--- config.mk ---
export PLATFORM = sky130hd
export DESIGN_NAME = pdf_date_string_parser_top
export DESIGN_NICKNAME = d
export VERILOG_FILES = /design/src/pdfdate_pkg.sv /design/src/pdfdate_front.sv /design/src/pdfdate_fifo.sv /design/src/pdfdate_back.sv /design/src/pdf_date_string_parser_top.sv
export SDC_FILE = /design/constraint.sdc
export NUM_CORES = 1
export LEC_CHECK = 0
export BUFFER_PORTS_ARGS = -buffer_cell sky130_fd_sc_hd__buf_4
export CAP_MARGIN = 20
export CORE_ASPECT_RATIO = 1.75
export CORE_UTILIZATION = 25
export DETAILED_ROUTE_END_ITERATION = 7
export HOLD_SLACK_MARGIN = 0.08
export SLEW_MARGIN = 20
export SYNTH_ARGS = -nofsm -noshare
export SYNTH_HDL_FRONTEND = slang
export SYNTH_HIERARCHICAL = 1
export SYNTH_SLANG_ARGS = --single-unit
--- constraint.sdc ---
create_clock -name aclk -period 5.2 [get_ports aclk]
set_input_delay 1.04 -clock aclk [delete_from_list [all_inputs] [get_ports aclk]]
set_output_delay 1.04 -clock aclk [all_outputs]
set_load 0.02 [all_outputs]
--- src/pdfdate_pkg.sv ---
package pdfdate_pkg;

    // Character codes used by the classifier
    localparam logic [7:0] CH_DIGIT_0 = 8'h30;
    localparam logic [7:0] CH_DIGIT_9 = 8'h39;
    localparam logic [7:0] CH_ZULU    = 8'h5A;
    localparam logic [7:0] CH_PLUS    = 8'h2B;
    localparam logic [7:0] CH_MINUS   = 8'h2D;
    localparam logic [7:0] CH_PREFIX  = 8'h44;
    localparam logic [7:0] CH_COLON   = 8'h3A;
    localparam logic [7:0] CH_APOS    = 8'h27;

    // Range limits
    localparam logic [6:0] MAX_MONTH  = 7'd12;
    localparam logic [6:0] MAX_DAY    = 7'd31;
    localparam logic [6:0] MAX_HOUR   = 7'd23;
    localparam logic [6:0] MAX_MINUTE = 7'd59;

    // Zone kinds
    localparam logic [1:0] ZONE_NONE  = 2'd0;
    localparam logic [1:0] ZONE_UTC   = 2'd1;
    localparam logic [1:0] ZONE_PLUS  = 2'd2;
    localparam logic [1:0] ZONE_MINUS = 2'd3;

    localparam int RES_W   = 54;
    localparam int TDATA_W = 56;

    // Class of one input character
    typedef enum logic [3:0] {
        TK_DIGIT,
        TK_PREFIX,
        TK_COLON,
        TK_ZULU,
        TK_PLUS,
        TK_MINUS,
        TK_APOS,
        TK_OTHER,
        TK_END
    } tok_kind_t;

    typedef struct packed {
        tok_kind_t  kind;
        logic [3:0] digit;
    } token_t;

    // Write side of the token queue
    typedef struct packed {
        logic   push;
        token_t tok;
    } q_wr_t;

    // Result, last field (valid_res) in the lowest bits
    typedef struct packed {
        logic [5:0]  zone_minutes;
        logic [4:0]  zone_hours;
        logic [1:0]  zone_kind;
        logic [5:0]  second;
        logic [5:0]  minute;
        logic [4:0]  hour;
        logic [4:0]  day;
        logic [3:0]  month;
        logic [13:0] year;
        logic        valid_res;
    } result_t;

endpackage

--- src/pdfdate_front.sv ---
module pdfdate_front (
    input  logic                s_axis_tvalid,
    output logic                s_axis_tready,
    input  logic [7:0]          s_axis_tdata,   // char_code
    input  logic                s_axis_tlast,   // end_of_string
    input  logic                queue_full,
    output pdfdate_pkg::q_wr_t  q_wr
);
    import pdfdate_pkg::*;

    token_t tok;

    // Classify the incoming character
    always_comb begin
        tok.digit = s_axis_tdata[3:0];
        if (s_axis_tlast) begin
            tok.kind = TK_END;
        end else if (s_axis_tdata inside {[CH_DIGIT_0:CH_DIGIT_9]}) begin
            tok.kind = TK_DIGIT;
        end else begin
            case (s_axis_tdata)
                CH_PREFIX: tok.kind = TK_PREFIX;
                CH_COLON:  tok.kind = TK_COLON;
                CH_ZULU:   tok.kind = TK_ZULU;
                CH_PLUS:   tok.kind = TK_PLUS;
                CH_MINUS:  tok.kind = TK_MINUS;
                CH_APOS:   tok.kind = TK_APOS;
                default:   tok.kind = TK_OTHER;
            endcase
        end
    end

    // Push into the queue whenever there is room
    assign s_axis_tready = !queue_full;
    assign q_wr.push     = s_axis_tvalid && !queue_full;
    assign q_wr.tok      = tok;

endmodule

--- src/pdfdate_fifo.sv ---
module pdfdate_fifo #(
    parameter int DEPTH = 4
) (
    input  logic                 aclk,
    input  logic                 aresetn,
    input  pdfdate_pkg::q_wr_t   q_wr,
    output logic                 full,
    output logic                 empty,
    output pdfdate_pkg::token_t  rd_tok,
    input  logic                 pop
);
    import pdfdate_pkg::*;

    localparam int AW = (DEPTH > 1) ? $clog2(DEPTH) : 1;
    localparam int CW = $clog2(DEPTH + 1);
    localparam logic [AW-1:0] LAST_IDX = AW'(DEPTH - 1);
    localparam logic [CW-1:0] FULL_CNT = CW'(DEPTH);

    token_t        mem [DEPTH];
    logic [AW-1:0] wr_ptr_reg, wr_ptr_next;
    logic [AW-1:0] rd_ptr_reg, rd_ptr_next;
    logic [CW-1:0] cnt_reg, cnt_next;
    logic          do_push, do_pop;

    assign full    = (cnt_reg == FULL_CNT);
    assign empty   = (cnt_reg == '0);
    assign do_push = q_wr.push && !full;
    assign do_pop  = pop && !empty;
    assign rd_tok  = mem[rd_ptr_reg];

    // Pointer and count update
    always_comb begin
        wr_ptr_next = wr_ptr_reg;
        rd_ptr_next = rd_ptr_reg;
        cnt_next    = cnt_reg;
        if (do_push) begin
            wr_ptr_next = (wr_ptr_reg == LAST_IDX) ? '0 : wr_ptr_reg + AW'(1);
        end
        if (do_pop) begin
            rd_ptr_next = (rd_ptr_reg == LAST_IDX) ? '0 : rd_ptr_reg + AW'(1);
        end
        if (do_push && !do_pop) begin
            cnt_next = cnt_reg + CW'(1);
        end else if (!do_push && do_pop) begin
            cnt_next = cnt_reg - CW'(1);
        end
    end

    always_ff @(posedge aclk) begin
        if (!aresetn) begin
            wr_ptr_reg <= '0;
            rd_ptr_reg <= '0;
            cnt_reg    <= '0;
        end else begin
            wr_ptr_reg <= wr_ptr_next;
            rd_ptr_reg <= rd_ptr_next;
            cnt_reg    <= cnt_next;
        end
    end

    // Storage, no reset needed
    always_ff @(posedge aclk) begin
        if (do_push) begin
            mem[wr_ptr_reg] <= q_wr.tok;
        end
    end

endmodule

--- src/pdfdate_back.sv ---
module pdfdate_back (
    input  logic                               aclk,
    input  logic                               aresetn,
    input  logic                               q_empty,
    input  pdfdate_pkg::token_t                q_tok,
    output logic                               q_pop,
    output logic                               m_axis_tvalid,
    input  logic                               m_axis_tready,
    output logic [pdfdate_pkg::TDATA_W-1:0]    m_axis_tdata   // valid_res, year, month, day,
                                                              // hour, minute, second,
                                                              // zone_kind, zone_hours,
                                                              // zone_minutes
);
    import pdfdate_pkg::*;

    // Parse positions
    localparam logic [4:0] POS_START    = 5'd0;
    localparam logic [4:0] POS_COLON    = 5'd1;
    localparam logic [4:0] POS_YEAR0    = 5'd2;
    localparam logic [4:0] POS_YEAR1    = 5'd3;
    localparam logic [4:0] POS_YEAR2    = 5'd4;
    localparam logic [4:0] POS_YEAR3    = 5'd5;
    localparam logic [4:0] POS_MON_HI   = 5'd6;
    localparam logic [4:0] POS_MON_LO   = 5'd7;
    localparam logic [4:0] POS_DAY_HI   = 5'd8;
    localparam logic [4:0] POS_DAY_LO   = 5'd9;
    localparam logic [4:0] POS_HOUR_HI  = 5'd10;
    localparam logic [4:0] POS_HOUR_LO  = 5'd11;
    localparam logic [4:0] POS_MIN_HI   = 5'd12;
    localparam logic [4:0] POS_MIN_LO   = 5'd13;
    localparam logic [4:0] POS_SEC_HI   = 5'd14;
    localparam logic [4:0] POS_SEC_LO   = 5'd15;
    localparam logic [4:0] POS_ZONE     = 5'd16;
    localparam logic [4:0] POS_ZULU     = 5'd17;
    localparam logic [4:0] POS_ZH1      = 5'd18;
    localparam logic [4:0] POS_ZH2      = 5'd19;
    localparam logic [4:0] POS_AFTER_ZH = 5'd20;
    localparam logic [4:0] POS_APOS1    = 5'd21;
    localparam logic [4:0] POS_ZM2      = 5'd22;
    localparam logic [4:0] POS_AFTER_ZM = 5'd23;
    localparam logic [4:0] POS_DONE     = 5'd24;

    logic [4:0]  pos_reg, pos_next;
    logic [13:0] acc_reg, acc_next;
    logic [13:0] year_reg, year_next;
    logic [6:0]  month_reg, month_next;
    logic [6:0]  day_reg, day_next;
    logic [6:0]  hour_reg, hour_next;
    logic [6:0]  minute_reg, minute_next;
    logic [6:0]  second_reg, second_next;
    logic [1:0]  zone_reg, zone_next;
    logic [6:0]  ofs_h_reg, ofs_h_next;
    logic [6:0]  ofs_m_reg, ofs_m_next;
    logic        failed_reg, failed_next;
    logic        m_valid_reg, m_valid_next;
    result_t     res_reg, res_next;

    logic        is_end, out_free, is_dig, ok, good;
    logic [3:0]  d;
    logic [17:0] acc_x10;
    logic [13:0] year_acc;
    logic [6:0]  pair_val;

    assign is_end   = (q_tok.kind == TK_END);
    assign is_dig   = (q_tok.kind == TK_DIGIT);
    assign d        = q_tok.digit;
    assign out_free = !m_valid_reg || m_axis_tready;
    assign q_pop    = !q_empty && (!is_end || out_free);

    // Multiply by ten as two shifts and an add
    assign acc_x10  = {1'b0, acc_reg, 3'b000} + {3'b000, acc_reg, 1'b0};
    assign year_acc = 14'(acc_x10 + 18'(d));
    assign pair_val = {acc_reg[3:0], 3'b000} + {2'b00, acc_reg[3:0], 1'b0} + {3'b000, d};

    // Final check on the terminator
    always_comb begin
        good = !failed_reg &&
               (pos_reg inside {POS_MON_HI, POS_DAY_HI, POS_HOUR_HI, POS_MIN_HI, POS_SEC_HI,
                                POS_ZONE, POS_ZULU, POS_AFTER_ZH, POS_APOS1, POS_AFTER_ZM,
                                POS_DONE}) &&
               (month_reg >= 7'd1) && (month_reg <= MAX_MONTH) &&
               (day_reg >= 7'd1) && (day_reg <= MAX_DAY) &&
               (hour_reg <= MAX_HOUR) && (minute_reg <= MAX_MINUTE) &&
               (second_reg <= MAX_MINUTE) && (ofs_h_reg <= MAX_HOUR) &&
               (ofs_m_reg <= MAX_MINUTE);
    end

    // Parser step and output register
    always_comb begin
        pos_next     = pos_reg;
        acc_next     = acc_reg;
        year_next    = year_reg;
        month_next   = month_reg;
        day_next     = day_reg;
        hour_next    = hour_reg;
        minute_next  = minute_reg;
        second_next  = second_reg;
        zone_next    = zone_reg;
        ofs_h_next   = ofs_h_reg;
        ofs_m_next   = ofs_m_reg;
        failed_next  = failed_reg;
        res_next     = res_reg;
        m_valid_next = out_free ? 1'b0 : m_valid_reg;
        ok           = 1'b1;

        if (q_pop && is_end) begin
            // Emit the result and return to the start of a string
            m_valid_next = 1'b1;
            res_next     = '0;
            if (good) begin
                res_next.valid_res    = 1'b1;
                res_next.year         = year_reg;
                res_next.month        = month_reg[3:0];
                res_next.day          = day_reg[4:0];
                res_next.hour         = hour_reg[4:0];
                res_next.minute       = minute_reg[5:0];
                res_next.second       = second_reg[5:0];
                res_next.zone_kind    = zone_reg;
                res_next.zone_hours   = ofs_h_reg[4:0];
                res_next.zone_minutes = ofs_m_reg[5:0];
            end
            pos_next    = POS_START;
            acc_next    = '0;
            year_next   = '0;
            month_next  = 7'd1;
            day_next    = 7'd1;
            hour_next   = '0;
            minute_next = '0;
            second_next = '0;
            zone_next   = ZONE_NONE;
            ofs_h_next  = '0;
            ofs_m_next  = '0;
            failed_next = 1'b0;
        end else if (q_pop && !failed_reg) begin
            case (pos_reg)
                POS_START: begin
                    if (q_tok.kind == TK_PREFIX) begin
                        pos_next = POS_COLON;
                    end else if (is_dig) begin
                        acc_next = {10'd0, d};
                        pos_next = POS_YEAR1;
                    end else begin
                        ok = 1'b0;
                    end
                end
                POS_COLON: begin
                    if (q_tok.kind == TK_COLON) begin
                        acc_next = '0;
                        pos_next = POS_YEAR0;
                    end else begin
                        ok = 1'b0;
                    end
                end
                POS_YEAR0, POS_YEAR1, POS_YEAR2, POS_YEAR3: begin
                    if (is_dig) begin
                        acc_next = (pos_reg == POS_YEAR0) ? {10'd0, d} : year_acc;
                        if (pos_reg == POS_YEAR3) begin
                            year_next = year_acc;
                            pos_next  = POS_MON_HI;
                        end else begin
                            pos_next = pos_reg + 5'd1;
                        end
                    end else begin
                        ok = 1'b0;
                    end
                end
                POS_MON_HI, POS_DAY_HI, POS_HOUR_HI, POS_MIN_HI, POS_SEC_HI, POS_ZONE: begin
                    if (q_tok.kind == TK_ZULU) begin
                        zone_next = ZONE_UTC;
                        pos_next  = POS_ZULU;
                    end else if (q_tok.kind == TK_PLUS) begin
                        zone_next = ZONE_PLUS;
                        pos_next  = POS_ZH1;
                    end else if (q_tok.kind == TK_MINUS) begin
                        zone_next = ZONE_MINUS;
                        pos_next  = POS_ZH1;
                    end else if (is_dig && pos_reg != POS_ZONE) begin
                        acc_next = {10'd0, d};
                        pos_next = pos_reg + 5'd1;
                    end else begin
                        ok = 1'b0;
                    end
                end
                POS_MON_LO, POS_DAY_LO, POS_HOUR_LO, POS_MIN_LO, POS_SEC_LO: begin
                    if (is_dig) begin
                        pos_next = pos_reg + 5'd1;
                        case (pos_reg)
                            POS_MON_LO:  month_next  = pair_val;
                            POS_DAY_LO:  day_next    = pair_val;
                            POS_HOUR_LO: hour_next   = pair_val;
                            POS_MIN_LO:  minute_next = pair_val;
                            default:     second_next = pair_val;
                        endcase
                    end else begin
                        ok = 1'b0;
                    end
                end
                POS_ZH1, POS_APOS1: begin
                    if (is_dig) begin
                        acc_next = {10'd0, d};
                        pos_next = (pos_reg == POS_ZH1) ? POS_ZH2 : POS_ZM2;
                    end else begin
                        ok = 1'b0;
                    end
                end
                POS_ZH2: begin
                    if (is_dig) begin
                        ofs_h_next = pair_val;
                        pos_next   = POS_AFTER_ZH;
                    end else begin
                        ok = 1'b0;
                    end
                end
                POS_AFTER_ZH: begin
                    if (q_tok.kind == TK_APOS) begin
                        pos_next = POS_APOS1;
                    end else if (is_dig) begin
                        acc_next = {10'd0, d};
                        pos_next = POS_ZM2;
                    end else begin
                        ok = 1'b0;
                    end
                end
                POS_ZM2: begin
                    if (is_dig) begin
                        ofs_m_next = pair_val;
                        pos_next   = POS_AFTER_ZM;
                    end else begin
                        ok = 1'b0;
                    end
                end
                POS_AFTER_ZM: begin
                    if (q_tok.kind == TK_APOS) begin
                        pos_next = POS_DONE;
                    end else begin
                        ok = 1'b0;
                    end
                end
                default: begin
                    // Anything after a finished zone fails the string
                    ok = 1'b0;
                end
            endcase
            if (!ok) begin
                failed_next = 1'b1;
            end
        end
    end

    always_ff @(posedge aclk) begin
        if (!aresetn) begin
            pos_reg     <= POS_START;
            acc_reg     <= '0;
            year_reg    <= '0;
            month_reg   <= 7'd1;
            day_reg     <= 7'd1;
            hour_reg    <= '0;
            minute_reg  <= '0;
            second_reg  <= '0;
            zone_reg    <= ZONE_NONE;
            ofs_h_reg   <= '0;
            ofs_m_reg   <= '0;
            failed_reg  <= 1'b0;
            m_valid_reg <= 1'b0;
        end else begin
            pos_reg     <= pos_next;
            acc_reg     <= acc_next;
            year_reg    <= year_next;
            month_reg   <= month_next;
            day_reg     <= day_next;
            hour_reg    <= hour_next;
            minute_reg  <= minute_next;
            second_reg  <= second_next;
            zone_reg    <= zone_next;
            ofs_h_reg   <= ofs_h_next;
            ofs_m_reg   <= ofs_m_next;
            failed_reg  <= failed_next;
            m_valid_reg <= m_valid_next;
        end
    end

    // Result payload, no reset needed
    always_ff @(posedge aclk) begin
        res_reg <= res_next;
    end

    assign m_axis_tvalid = m_valid_reg;
    assign m_axis_tdata  = {(TDATA_W - RES_W)'(0), res_reg};

endmodule

--- src/pdf_date_string_parser_top.sv ---
// Path: a terminator accepted at the input is written into the token queue, then popped by
// the parser once the output is free and registered; queued tokens ahead are parsed first.
// Throughput: one character per cycle; the token queue and the output register let the
// input keep flowing while a result waits to be taken. Each string gives one result.
// The input stalls only when the QUEUE_DEPTH-entry token queue is full.
// Reset: synchronous, active low; clears the queue, the parser state and the output valid.
module pdf_date_string_parser_top #(
    parameter int QUEUE_DEPTH = 4
) (
    input  logic                               aclk,
    input  logic                               aresetn,
    input  logic                               s_axis_tvalid,
    output logic                               s_axis_tready,
    input  logic [7:0]                         s_axis_tdata,   // char_code
    input  logic                               s_axis_tlast,   // end_of_string
    output logic                               m_axis_tvalid,
    input  logic                               m_axis_tready,
    output logic [pdfdate_pkg::TDATA_W-1:0]    m_axis_tdata    // valid_res, year, month, day,
                                                               // hour, minute, second,
                                                               // zone_kind, zone_hours,
                                                               // zone_minutes
);
    import pdfdate_pkg::*;

    q_wr_t  q_wr;
    token_t q_tok;
    logic   q_full, q_empty, q_pop;

    // Classifier
    pdfdate_front u_front (
        .s_axis_tvalid (s_axis_tvalid),
        .s_axis_tready (s_axis_tready),
        .s_axis_tdata  (s_axis_tdata),
        .s_axis_tlast  (s_axis_tlast),
        .queue_full    (q_full),
        .q_wr          (q_wr)
    );

    // Token queue
    pdfdate_fifo #(
        .DEPTH (QUEUE_DEPTH)
    ) u_fifo (
        .aclk    (aclk),
        .aresetn (aresetn),
        .q_wr    (q_wr),
        .full    (q_full),
        .empty   (q_empty),
        .rd_tok  (q_tok),
        .pop     (q_pop)
    );

    // Parser and result register
    pdfdate_back u_back (
        .aclk          (aclk),
        .aresetn       (aresetn),
        .q_empty       (q_empty),
        .q_tok         (q_tok),
        .q_pop         (q_pop),
        .m_axis_tvalid (m_axis_tvalid),
        .m_axis_tready (m_axis_tready),
        .m_axis_tdata  (m_axis_tdata)
    );

endmodule

==> flow_summary_export.csv <==
group,metric,value,unit
floorplanning,die_w,142,um
synth,synth_top_area_share,29.9,%
layout,final_area,10200,um2
synth,synth.area.top_cells,"edfxtp_1 30%, dfxtp_1 22%, mux2i_1 6.6%",
sta,finalSetupViolations,0,
status,status,"finished clean",
cts,cts_tree,"yes",
setup_path,critPathTopFamily,"simple AND/OR/NAND/NOR gates",
setup_path,start_kind,"flop",
sta,period_minus_slack,3.69,ns
global_route,overflow,0,
synth,yosys.area.top_type,"edfxtp_1",
synth,synth_cell_types,78,
setup_path,path_max_fanout,11,
layout,fin_nets,885,
setup_path,arrival,4.05,ns
detailed_routing,dr_total_vias,5921,
pwr,switching_power,1.29,mW
placement,place.gp.congestion,0.885,
pwr,swShare,31.6,%
floorplanning,ios,71,
detailed_routing,wl_per_cell,15.2,um
pwr,p_per_area,403,nW/um2
floorplanning,die-area,35300,um2
layout,fin_cells,1302,
pwr,irDropWorstVdd,0.000195,V
detailed_routing,postRouteAntennaNets,0,
placement,io_buffers,68,
floorplanning,start_util,25.5,%
sta,skew,0.0127,ns
detailed_routing,finalWirelength,19700,um
cts,postCtsHoldBufs,0,
cts,clock-root-buffer,"clkbuf_16",
sta,hold_ws,0.445,ns
layout,drive_gt1_share,15.9,%
pwr,clkPwrFrac,34.9,%
cts,post_cts_buffers,0,
cts,clkTransAtPathRegs,0.07,ns
layout,syn2layout_area_growth,17.9,%
cts,cts_buffers,17,
cts,cts.sinks,180,
global_route,grt_usage,11.8,%
setup_path,path_buf_inv,1,
detailed_routing,drt-pass1-iter-count,5,
detailed_routing,first_iter_violations,309,
run,timing.max_cap.violations,0,
synth,synth-async-reset-ratio,0,%
setup_path,cp_slowest_cell,"mux4_2",
sta,worstMarginPinSlew,1.10,ns
sta,finalMaxSlewViolations,0,
layout,final_util,30.0,%
placement,hpwl,14600,um
sta,hold_viol_final,0,
sta,final.setup.tns,0,ns
synth,synth_edf_count,86,
detailed_routing,avgViaCountPerCell,4.55,
synth,syn_avg_cell_area,10.9,um2
pwr,p_leak,4.02,nW
hold_path,holdPathStages,2,
global_route,first_global_vias,6063,
pwr,combPwrFrac,24.2,%
setup_path,r2r_cells,10,
synth,ys_ff_latch,180,
cts,cts_resized,0,
synth,ys.flop_type,"dfxtp_1",
setup_path,crit_cells,10,
floorplanning,core,33900,um2
pwr,p_int,2.80,mW
global_route,grt_max_degree,57,
detailed_routing,drc,0,
sta,clock.fmax,271,MHz
setup_path,slowest_delay,0.71,ns
cts,htreeDepth,4,
sta,final.period_utilization,70.9,%
global_route,grt_pass1_wl,31900,um
pwr,p_seq_share,40.8,%
global_route,antenna_found_initial,0,
synth,ys_seq_area_share,51.8,%
setup_path,crit_path_cell_trace,"mux4_2 -> nor4b_2 -> a21oi_1 -> o31ai_1 -> ha_1 -> inv_1 -> fa_1 -> xor2_1 -> or3_2 -> a21boi_0",
synth,ys_warn_count,6,
synth,syn_inst,791,
sta,slew_headroom,26.4,%
hold_path,min_path_type,"reg -> reg",
floorplanning,row_count,89,
layout,fill_cells,3512,
placement,dp_cells,1270,
layout,largest_reg_flops,54,
synth,syn-cell-area,8630,um2
floorplanning,die_h,248,um
cts,clk_latency,0.44,ns
setup_path,worstPathRequired,5.56,ns
layout,antennaDiodeCount,0,
setup_path,crit_type,"reg -> reg",
sta,rsz0062_at_grt,"no",
setup_path,crit_path_end_kind,"flop",
cts,cts_buffer_depth,2,
placement,dpl_cell_area,9510,um2
## final timing paths
path                                    startpoint                  to  slack [ns]
worst max-delay path                          flop   u_fifo/cnt_reg[2]        1.51
worst min-delay path            u_back/year_reg[0]  u_back/year_reg[0]        0.45
worst max register to register                flop   u_fifo/cnt_reg[2]        1.51
worst min register to register  u_back/year_reg[0]  u_back/year_reg[0]        0.45
## power groups by stage
| stage | Clock (mW) | Combinational (mW) | Sequential [mW] |
|---|---|---|---|
| finish | 1.43 | 0.993 | 1.67 |
| global route | 1.51 | 1.09 | 1.69 |
| CTS | 1.46 | 1.01 | 1.67 |
| detailed placement | 0 | 1.01 | 1.71 |
| global placement | 0 | 0.996 | 1.70 |
| floorplan | 0 | 0.693 | 1.70 |
## synthesized netlist by cell type (4+ instances only)
cell type,number
and2_1,61
o31ai_1,4
a31oi_1,7
inv_1,13
mux2i_1,57
edfxtp_1,86
dfxtp_1,94
and3_1,6
clkbuf_1,23
o211ai_1,6
a21oi_1,40
a21boi_0,4
mux4_2,8
buf_4,8
ha_1,35
nand4_1,7
nand2b_1,7
nand3_1,25
nor4_1,5
nand2_1,60
nor2_1,79
a21o_1,8
nor2b_1,14
nor3_1,8
a221oi_1,5
o21ai_0,18
buf_2,13
nor4b_1,4
xor2_1,4
xnor2_1,13
buf_1,5
## stage by stage
stage	setup slack, ns	power [mW]
after floorplan	1.24	2.39
after global placement	1.56	2.70
after detailed placement	1.46	2.71
after CTS	1.44	4.14
after global routing	1.21	4.29
final	1.51	4.09
## worst min-delay path: stages (launching register included)
cell and delay [ns]:
dfxtp_1 0.31, nand2_1 0.05, a21oi_1 0.05
## cell families (layout without fill, tap and decap cells)
family,count (synthesis),after routing,synth area share [%]
AOI/OAI and AO/OA,124,124,9.95
xor gates and xnor gates,17,17,1.73
adders and majority gates,38,38,5.77
buffers and inverters,65,120,3.54
DFF,180,180,51.8
muxes,67,67,8.96
other,1,2,0.0435
and+or+nand+nor,299,299,18.2
## routing by layer
layer	part of all wire [%]	track usage [%]
met1	38	11.8
met2	56	22.5
met3	2.6	1.85
met4	4.2	7.27
met5	0	0
## placed cells by master, fill, tap and decap left out, drive strengths merged, types with 7 or more instances in the layout
cell type  Yosys  final
a21o           8      8
a21oi         40     40
a31oi          8      8
and2          61     61
buf           28     74
clkbuf        23     19
dfxtp         94     94
edfxtp        86     86
ha            35     35
inv           14     19
mux2i         57     57
mux4           8      8
nand2         61     61
nand2b         8      8
nand3         25     25
nand4          7      7
nor2          79     79
nor2b         16     16
nor3           9      9
o21ai         22     22
xnor2         13     13
## cell type report
cell class | count | area, um2 | share of cell area, %
repair buffers | 74 | 556 | 5.46
clock buffers | 19 | 433 | 4.26
well taps | 455 | 569 | 5.60
multi-input cells | 547 | 3870 | 38.1
flip-flops and latches | 180 | 4460 | 43.9
inverters | 14 | 52.6 | 0.517
clock inverters | 13 | 219 | 2.15
(Power assumes the default switching activity.)
